==> src/sv/utf8d_pkg.sv <==
package utf8d_pkg;

    // Payload widths
    localparam int unsigned BYTE_W = 8;
    localparam int unsigned CP_W   = 21;
    localparam int unsigned LEN_W  = 3;
    localparam int unsigned PEND_DEPTH = 4;
    localparam int unsigned PEND_IDX_W = $clog2(PEND_DEPTH);

    // Request codes
    typedef enum logic
    {
        REQ_FEED  = 1'b0,
        REQ_CLEAR = 1'b1
    } req_t;

    // Result status codes
    typedef enum logic [1:0]
    {
        ST_PENDING = 2'd0,
        ST_READY   = 2'd1,
        ST_ILLEGAL = 2'd2
    } status_t;

    // Code point limits
    localparam logic [CP_W-1:0] CP_MIN_2     = 21'h00080;
    localparam logic [CP_W-1:0] CP_MIN_3     = 21'h00800;
    localparam logic [CP_W-1:0] CP_MIN_4     = 21'h10000;
    localparam logic [CP_W-1:0] CP_SURR_LO   = 21'h0D800;
    localparam logic [CP_W-1:0] CP_SURR_HI   = 21'h0DFFF;
    localparam logic [CP_W-1:0] CP_MAX       = 21'h10FFFF;

    // Sequence length announced by a lead byte, zero for a bad lead
    function automatic logic [LEN_W-1:0] lead_len(input logic [BYTE_W-1:0] b);
        logic [LEN_W-1:0] len;
        len = '0;
        priority if (b[7] == 1'b0)
            len = 3'd1;
        else if (b[7:5] == 3'b110)
            len = 3'd2;
        else if (b[7:4] == 4'b1110)
            len = 3'd3;
        else if (b[7:3] == 5'b11110)
            len = 3'd4;
        else
            len = 3'd0;
        return len;
    endfunction

endpackage

==> src/sv/utf8d_if.sv <==
interface utf8d_in_if;
    logic                            valid;
    logic                            ready;
    logic                            req_type;
    logic [utf8d_pkg::BYTE_W-1:0]    byte_in;

    modport source (output valid, output req_type, output byte_in, input ready);
    modport sink   (input valid, input req_type, input byte_in, output ready);
endinterface

interface utf8d_out_if;
    logic                            valid;
    logic                            ready;
    logic [1:0]                      status;
    logic [utf8d_pkg::CP_W-1:0]      code_point;

    modport source (output valid, output status, output code_point, input ready);
    modport sink   (input valid, input status, input code_point, output ready);
endinterface

==> src/sv/utf8_byte_stream_decoder.sv <==
// Channel   Dir   Word fields               Handshake
// in_ch     in    req_type, byte_in         valid/ready
// out_ch    out   status, code_point        valid/ready
//
// Every input word gives exactly one result word; one word per cycle sustained while out_ch does not stall.
// A word passes through the input register, then decode logic into the result register.
// Decoder state (held count, announced length, buffered bytes) updates as a word
// moves from the input register to the result register.
// A stalled out_ch holds the result register and then the input register; rst_n clears
// both valid flags, the held count and the announced length.
module utf8_byte_stream_decoder
(
    input logic         clk,
    input logic         rst_n,
    utf8d_in_if.sink    in_ch,
    utf8d_out_if.source out_ch
);
    import utf8d_pkg::*;

    // Input register
    logic                  in_valid_reg;
    logic                  in_req_reg;
    logic [BYTE_W-1:0]     in_byte_reg;

    // Decoder state
    logic [LEN_W-1:0]      held_reg, held_next;
    logic [LEN_W-1:0]      needed_reg, needed_next;
    logic [BYTE_W-1:0]     pend_reg [PEND_DEPTH];
    logic                  pend_we;

    // Result register
    logic                  out_valid_reg;
    status_t               status_reg, status_next;
    logic [CP_W-1:0]       cp_reg, cp_next;

    logic                  advance;
    logic [LEN_W-1:0]      need;
    logic [LEN_W-1:0]      held_inc;
    logic [CP_W-1:0]       asm_cp;
    logic                  asm_ok;

    assign advance     = in_valid_reg && (!out_valid_reg || out_ch.ready);
    assign in_ch.ready = !in_valid_reg || advance;

    assign out_ch.valid      = out_valid_reg;
    assign out_ch.status     = status_reg;
    assign out_ch.code_point = cp_reg;

    // Length in effect: from the lead byte when nothing is held
    assign need     = (held_reg == '0) ? lead_len(in_byte_reg) : needed_reg;
    assign held_inc = LEN_W'(held_reg + 3'd1);

    // Assemble the sequence with the current byte as its last byte
    always_comb
    begin
        asm_cp = '0;
        asm_ok = 1'b0;
        unique case (need)
            3'd1:
            begin
                asm_cp = {13'd0, in_byte_reg};
                asm_ok = (in_byte_reg[7] == 1'b0);
            end
            3'd2:
            begin
                asm_cp = {10'd0, pend_reg[0][4:0], in_byte_reg[5:0]};
                asm_ok = (asm_cp >= CP_MIN_2);
            end
            3'd3:
            begin
                asm_cp = {5'd0, pend_reg[0][3:0], pend_reg[1][5:0], in_byte_reg[5:0]};
                asm_ok = (asm_cp >= CP_MIN_3)
                      && !((asm_cp >= CP_SURR_LO) && (asm_cp <= CP_SURR_HI));
            end
            3'd4:
            begin
                asm_cp = {pend_reg[0][2:0], pend_reg[1][5:0], pend_reg[2][5:0],
                          in_byte_reg[5:0]};
                asm_ok = (asm_cp >= CP_MIN_4) && (asm_cp <= CP_MAX);
            end
            default:
            begin
                asm_cp = '0;
                asm_ok = 1'b0;
            end
        endcase
    end

    // Decode one word against the held state
    always_comb
    begin
        held_next   = held_reg;
        needed_next = needed_reg;
        status_next = ST_PENDING;
        cp_next     = '0;
        pend_we     = 1'b0;
        priority if (in_req_reg == REQ_CLEAR)
        begin
            held_next   = '0;
            needed_next = '0;
        end
        else if (in_byte_reg == '0)
        begin
            status_next = (held_reg != '0) ? ST_ILLEGAL : ST_READY;
        end
        else if ((held_reg == '0) && (need == '0))
        begin
            status_next = ST_ILLEGAL;
        end
        else if ((held_reg != '0) && (in_byte_reg[7:6] != 2'b10))
        begin
            held_next   = '0;
            needed_next = '0;
            status_next = ST_ILLEGAL;
        end
        else if (held_inc < need)
        begin
            pend_we     = 1'b1;
            held_next   = held_inc;
            needed_next = need;
        end
        else
        begin
            held_next   = '0;
            needed_next = '0;
            if (asm_ok)
            begin
                status_next = ST_READY;
                cp_next     = asm_cp;
            end
            else
            begin
                status_next = ST_ILLEGAL;
            end
        end
    end

    // Load the input register
    always_ff @(posedge clk or negedge rst_n)
    begin
        if (!rst_n)
        begin
            in_valid_reg <= 1'b0;
        end
        else if (in_ch.ready)
        begin
            in_valid_reg <= in_ch.valid;
        end
    end

    always_ff @(posedge clk)
    begin
        if (in_ch.ready && in_ch.valid)
        begin
            in_req_reg  <= in_ch.req_type;
            in_byte_reg <= in_ch.byte_in;
        end
    end

    // Advance decoder state
    always_ff @(posedge clk or negedge rst_n)
    begin
        if (!rst_n)
        begin
            held_reg   <= '0;
            needed_reg <= '0;
        end
        else if (advance)
        begin
            held_reg   <= held_next;
            needed_reg <= needed_next;
        end
    end

    // Buffer a byte of an open sequence
    always_ff @(posedge clk)
    begin
        if (advance && pend_we)
        begin
            pend_reg[held_reg[PEND_IDX_W-1:0]] <= in_byte_reg;
        end
    end

    // Hold the result until taken
    always_ff @(posedge clk or negedge rst_n)
    begin
        if (!rst_n)
        begin
            out_valid_reg <= 1'b0;
        end
        else if (advance)
        begin
            out_valid_reg <= 1'b1;
        end
        else if (out_ch.ready)
        begin
            out_valid_reg <= 1'b0;
        end
    end

    always_ff @(posedge clk)
    begin
        if (advance)
        begin
            status_reg <= status_next;
            cp_reg     <= cp_next;
        end
    end

    // Open sequence never holds as many bytes as it announced
    a_held_below_needed: assert property (@(posedge clk) disable iff (!rst_n)
        (held_reg != '0) |-> (held_reg < needed_reg))
        else $error("held count not below announced length");

    // Clear request empties the decoder
    a_clear_empties: assert property (@(posedge clk) disable iff (!rst_n)
        (advance && (in_req_reg == REQ_CLEAR)) |=> (held_reg == '0) && (needed_reg == '0))
        else $error("clear request left state behind");

    // Ready code point is a scalar value
    a_cp_scalar: assert property (@(posedge clk) disable iff (!rst_n)
        (out_valid_reg && (status_reg == ST_READY)) |->
            ((cp_reg <= CP_MAX) && !((cp_reg >= CP_SURR_LO) && (cp_reg <= CP_SURR_HI))))
        else $error("code point outside scalar range");

    // Code point is zero unless ready
    a_cp_zero: assert property (@(posedge clk) disable iff (!rst_n)
        (out_valid_reg && (status_reg != ST_READY)) |-> (cp_reg == '0))
        else $error("code point set on non-ready result");

    // Unsent result holds while stalled
    a_result_holds: assert property (@(posedge clk) disable iff (!rst_n)
        (out_valid_reg && !out_ch.ready) |=> out_valid_reg && $stable(status_reg)
            && $stable(cp_reg))
        else $error("stalled result changed");

endmodule

==> src/flat_wrapper.sv <==
// flat-port wrapper written by rule: the top's interface ports become plain ports
module utf8_byte_stream_decoder_flat import utf8d_pkg::*;
  (clk, rst_n, in_ch_valid, in_ch_req_type, in_ch_byte_in, in_ch_ready, out_ch_valid, out_ch_status, out_ch_code_point, out_ch_ready);
  utf8d_in_if in_ch_i ();
  utf8d_out_if out_ch_i ();
  input logic clk;
  input logic rst_n;
  input wire logic [$bits(in_ch_i.valid)-1:0] in_ch_valid;
  input wire logic [$bits(in_ch_i.req_type)-1:0] in_ch_req_type;
  input wire logic [$bits(in_ch_i.byte_in)-1:0] in_ch_byte_in;
  output wire logic [$bits(in_ch_i.ready)-1:0] in_ch_ready;
  output wire logic [$bits(out_ch_i.valid)-1:0] out_ch_valid;
  output wire logic [$bits(out_ch_i.status)-1:0] out_ch_status;
  output wire logic [$bits(out_ch_i.code_point)-1:0] out_ch_code_point;
  input wire logic [$bits(out_ch_i.ready)-1:0] out_ch_ready;
  assign in_ch_i.valid = in_ch_valid;
  assign in_ch_i.req_type = in_ch_req_type;
  assign in_ch_i.byte_in = in_ch_byte_in;
  assign in_ch_ready = in_ch_i.ready;
  assign out_ch_valid = out_ch_i.valid;
  assign out_ch_status = out_ch_i.status;
  assign out_ch_code_point = out_ch_i.code_point;
  assign out_ch_i.ready = out_ch_ready;
  utf8_byte_stream_decoder u_core (.clk(clk), .rst_n(rst_n), .in_ch(in_ch_i), .out_ch(out_ch_i));
endmodule
==> config.mk <==
export PLATFORM = sky130hd
export DESIGN_NAME = utf8_byte_stream_decoder_flat
export DESIGN_NICKNAME = d
export VERILOG_FILES = /design/src/sv/utf8d_pkg.sv /design/src/sv/utf8d_if.sv /design/src/sv/utf8_byte_stream_decoder.sv /design/src/flat_wrapper.sv
export SDC_FILE = /design/constraint.sdc
export NUM_CORES = 1
export LEC_CHECK = 0
export ABC_AREA = 0
export BUFFER_PORTS_ARGS = -buffer_cell sky130_fd_sc_hd__buf_2
export CAP_MARGIN = 20
export CORE_MARGIN = 4
export CORE_UTILIZATION = 56
export DETAILED_ROUTE_END_ITERATION = 6
export HOLD_SLACK_MARGIN = 0.06
export PLACE_DENSITY = 0.82
export SETUP_SLACK_MARGIN = 0.4
export SLEW_MARGIN = 20
export SYNTH_ARGS = -nofsm -noshare
export SYNTH_HDL_FRONTEND = slang
export SYNTH_SLANG_ARGS = --single-unit
==> constraint.sdc <==
create_clock -name clk -period 4.13 [get_ports clk]
set_input_delay 0.826 -clock clk [delete_from_list [all_inputs] [get_ports clk]]
set_output_delay 0.826 -clock clk [all_outputs]
set_load 0.01 [all_outputs]
# After elaboration in Yosys (flattened, before gate mapping)
# Memory sizes are Yosys's and may differ from the RTL's.
# Cells that the tools add are included.
[totals] word_cells=81 reg_bits=40 n_memories=1 ramBits=32
[memory_table] name="u_core.pend_reg" depth=4 word_bits=8 rd=3 rd_clocked_by_memory_dff=0 wr=1 line_no="utf8_byte_stream_decoder.sv:28" source="logic [BYTE_W-1:0] pend_reg [PEND_DEPTH];"
[op_classes] reduce_logical=20 muxes=32 eq_ne=10 addsub=1 magnitude_cmp=7 bitwise=2
[ops] operator="$pmux 21 s4" count=1
[ops] operator="$mux 3" count=15
[ops] operator="$ge 21x17->1 const B" count=1
[ops] operator="$le 21x21->1 const B" count=1
[ops] operator="$ge 16x12->1 const B" count=1
[ops] operator="$ge 16x16->1 const B" count=1
[ops] operator="$le 16x16->1 const B" count=1
[ops] operator="$mux 2" count=6
[ops] operator="$ge 11x8->1 const B" count=1
[ops] operator="$mux 1" count=9
[ops] operator="$logic_and 1x1->1" count=8
[ops] operator="$logic_not 8->1" count=1
[ops] operator="$eq 3x2->1 const B" count=2
[ops] operator="$eq 3x3->1 const B" count=2
[ops] operator="$logic_not 3->1" count=2
[ops] operator="$reduce_or 6->1" count=1
[ops] operator="$eq 5x5->1 const B" count=1
[ops] operator="$eq 4x4->1 const B" count=1
[ops] operator="$ne 2x1->1 const B" count=2
[ops] operator="$pmux 1 s4" count=1
[ops] operator="$add 3x1->3 const B" count=1
[ops] operator="$eq 3x1->1 const B" count=1
[ops] operator="$logic_not 1->1" count=3
[ops] operator="$lt 3x3->1" count=1
[ops] operator="6 further kinds" count=8

# Logic depth before layout (Yosys ltp)
[depth] word_depth=15 ltp_mapped=12 depth_no_buf=11

# Worst setup path before layout
# Ideal clock, no wire load.
[synth_timing] path_type="register -> register" startpoint="register u_core.held_reg[0]" endpoint="memory u_core.pend_reg[1][0] (enable)" stages_incl_launch_ff=12 synth_period_minus_slack_ns=2.952 slack_ns=1.178 arrival_ns=2.632 n_path_buf=1 cell_sequence="dfrtp_1 > inv_1 > ha_1 > and4b_1 > a32o_4 > inv_2 > ha_1 > o21a_1 > a221oi_1 > and3_1 > buf_2 > and2_1"
[synth_between] elab_chain_cells=11 elab_cells_between_ends=16 classes_between="add/sub: 1; order compare: 1; mux: 8; reduce/logical: 6"
[synth_rtl] item="start: declaration" line_no="utf8_byte_stream_decoder.sv:26" source="logic [LEN_W-1:0] held_reg, held_next;"
[synth_rtl] item="start signal: assignment" line_no="utf8_byte_stream_decoder.sv:170" source="held_reg <= held_next;"
[synth_rtl] item="parallel branches: the longest is 11 deep, another holds $add 3x1->3"
[synth_rtl] item="end: declaration" line_no="utf8_byte_stream_decoder.sv:28"
# Several ways; the timed one is not identified.

# Worst setup path after layout
[layout_timing] startpoint="register u_core.held_reg[0]" endpoint="memory u_core.pend_reg[1][5] (enable)"
# The elaborated chain is that of the path after synthesis.

==> results list <==
- HP Class: input pin to async pin
- Count of clock tree sinks: 57
- Power density relative to cell area: approximately 540 nW/um^2
- Yosys mapped a number of flops with a built-in enable equal to 49.
- Post-synthesis instance area: between 2000 and 3000 sq um
* Global-route total usage across every layer: 0.181
- The number of antenna diodes in the final layout is 0.
* Leak: 1.17 nW
- Across the run, the number of max-cap violations was 0.
* Number of warnings issued by yosys: 0
- In this run the tool buffered the top-level ports with 37 buffer cells.
* Ordered list of cells on the worst path: inv_1, ha_1, and4b_1, a22o_2, inv_2, ha_1, nor2b_1, o221ai_1, a221oi_1, and3_1, and2_1
* Critical Path AT: 3350 ps
- The detailed router placed 1805 vias in this run.
- Number of cell rows: 24
- Data on the critical path is required at its endpoint by 4130 ps.
* Commonest cells in the synthesized netlist: edfxtp_1, nor3_1, a22oi_1, dfrtp_1, nand2_1
* Sequential Power Share: 0.421
- Remaining number of nets flagged by the antenna check after routing: 0
* Number of H-tree levels: 3
* Synth area leader: edfxtp_1
- DR pass1 iterations: 4
* CTS-repair resized insts: 0
- DRC violations left: 0
- Number of flip-flops in the largest register: 21
* Routed wire length per instance: 17.1 um
- Drt initial violations: ~140
* Worst IR drop on VDD: 0.352 mV
- Between clock sinks in the finished design, the worst skew comes to 6.87 ps.
* Final count of negative-setup-slack endpoints: 0
- Setup repair after global routing left no endpoint under its margin.
- In the final layout, the share of cells above drive strength 1 is 0.299.
- Part of the Yosys area used for sequential elements: 0.625
- Using the TritonRoute via totals, the vias-per-cell ratio works out to 6.10.
* Type of the setup path with the least slack: flop to flop
- The analysis attributes to net switching a power of 471 uW.
- Antenna violations before repair: 0
- For the worst-skew pair, the clock arrives at the later sink with an insertion delay of ~320 ps.
- Largest incremental delay on the critical path: 450 ps
- The worst setup path is launched from a flop.
- Summed over all layers, the routed wires come to 5050 um.
* Area growth from synthesis to layout: 17.6%
- Count of boundary I/O pins: 38
* Post-synthesis instance total: between 150 and 200
- Timing analysis after detailed placement gives a worst setup slack of 802 ps.
* Synth Flop Type: edfxtp_1
* Fin worst setup slack: around 780 ps
* CTS Root Cell: clkbuf_8
- Global-route wire length before repair: between 8000 and 9000 um
* HPWL after detailed placement: 3580 um
* Global-route congestion overflow total: 0
- Initial Utilization: 0.597
* Fin nets: 258
- Post-synthesis average cell area: 13.8 sq um
* Worst slew slack as a fraction of its limit: 0.528
* Global placer's final weighted congestion: just under 1
* Net switching share of the total power: 0.278
- The share of synthesized area in the top cell type comes to 0.551.
* Cell class contributing the biggest share of worst-path delay: simple AND/OR/NAND/NOR gates
* Core Footprint: 4470 sq um
* Post-CTS Hold Buffers: 0
- From bottom edge to top edge, the die measures 77.1 um.
- Number of slew-limit violations in the final report: 0
- Kind of capture point of the worst setup path: flop
* Critical Path Most Common Cell: ha_1
- Result of the run: completed
- Of all nets on the critical path, the largest fanout is 8.
- After clock tree synthesis, the clock-pin slew on the worst setup and hold paths is 60 ps.
- Cell internal power was estimated by the tool at 1.22 mW.
- Slowest cell on the critical path: a221oi_1
- Buffers inserted by post-CTS timing repair: 0
* Maximum clock frequency: 0.298 GHz
- At the end of the flow the core is filled with cells to 0.703.
- Dividing the final minimum period by the clock period gives 0.812.
- Clock tree synthesis inserted a total of 9 buffers.
- Largest net degree at the start of global routing: 27
- Ys async rst share: 0.140
* Top post-synthesis cells by area: edfxtp_1, dfrtp_1, ha_1
- Together, buffers and inverters on the worst path number 2.
- Clock period minus final worst setup slack: 3350 ps
* Flip-flop and latch count after synthesis: 57
- Die width: 77.1 um
- Clock tree from TritonCTS: yes
- Maximum clock path buffer count: 2
- Via count of the first global-routing pass: 1700
- Synthesized net count: 213
* Logic pwr share: 0.222
- Yosys mapped the design onto between 50 and 60 distinct sky130hd cell types.
- The share of total power dissipated in the clock network is 0.357.
- edfxtp_1 is the most common cell in the netlist.
- Adding up every negative setup slack in the final design gives 0 ps.
- Number of hold-slack violations in the final timing report: 0
* Transition at the pin with the smallest max-transition slack: a little over 700 ps
- Total die area: 5940 sq um
[power groups by stage]
stage               logic [mW]  registers [mW]  clock network (mW)
CTS                      0.375           0.713               0.610
global placement         0.365           0.723                   0
detailed placement       0.372           0.724                   0
global route             0.410           0.719               0.640
finish                   0.376           0.713               0.605
floorplan                0.268           0.730                   0
[kinds of logic (layout without fill, tap and decap cells)]
kind of cell	after synthesis	in the layout	synth area share
AOI/OAI and AO/OA	39	39	0.120
buffers and inverters	12	62	0.0215
xor gates and xnor gates	1	1	0.00328
and+or+nand+nor	72	72	0.173
DFF	57	57	0.625
adders and majority gates	6	6	0.0281
muxes	7	7	0.0290
[worst paths after layout]
| path | start | end | slack [ps] | cells past startpoint |
|---|---|---|---|---|
| worst max-delay path | u_core.held_reg[0] | u_core.pend_reg[1][5] | 780 | 11 |
| worst min-delay path | rst_n | u_core.held_reg[0] | 340 | 1 |
| worst max register to register | u_core.held_reg[0] | u_core.pend_reg[1][5] | 780 | 11 |
| worst min register to register | u_core.in_valid_reg | u_core.out_ch.valid | 500 | 1 |
| max in group asynchronous | rst_n | u_core.held_reg[2] | 3630 | 1 |
| min in group clk | u_core.in_valid_reg | u_core.out_ch.valid | 500 | 1 |
[area by class of cell]
cell class,count,area (sq um)
sequential,57,1670
inverter,6,22.5
clock inverter,6,106
fill,286,1330
tap,52,65.1
clock buffer,10,128
multi-input combinational,125,943
timing repair buffer,40,208
[layer usage]
layer	wire (um)	vias to the layer above	share of wire	GRT usage
met5	0	-	0	0
met4	121	0	0.024	0.0943
met3	346	14	0.069	0.0410
met2	2300	89	0.46	0.280
met1	2280	840	0.45	0.238
li1	-	862	-	-
[through the flow]
step	power, mW	cell area, sq um	hold WS (ps)	instances
4_1_cts	1.70	3140	336	296
2_1_floorplan	0.998	2670	449	194
6_report	1.69	3140	338	296
5_1_grt	1.77	3140	341	296
3_3_place_gp	1.09	2910	475	280
3_5_place_dp	1.10	2910	485	280
[layout by cell type (no fill, tap or decap), types with 3 or more instances in the layout]
master,count
nor3b_1,5
a22o_1,4
bufinv_16,3
and2_1,6
nand2_1,8
mux2_2,6
inv_1,4
ha_1,6
edfxtp_1,49
nand2b_1,4
nor2b_1,6
or4_1,3
a22oi_1,8
dfrtp_1,8
nor3_1,12
nor2_1,5
nand3_1,7
buf_4,3
clkbuf_8,9
buf_2,37
[worst register-to-register path, stage by stage (launching register included)]
cell      delay, ps
dfrtp_1         420
inv_1           100
ha_1            210
and4b_1         270
a22o_2          260
inv_2            70
ha_1            200
nor2b_1         120
o221ai_1        140
a221oi_1        450
and3_1          420
and2_1          350
Power figures use the tool's default switching activity.
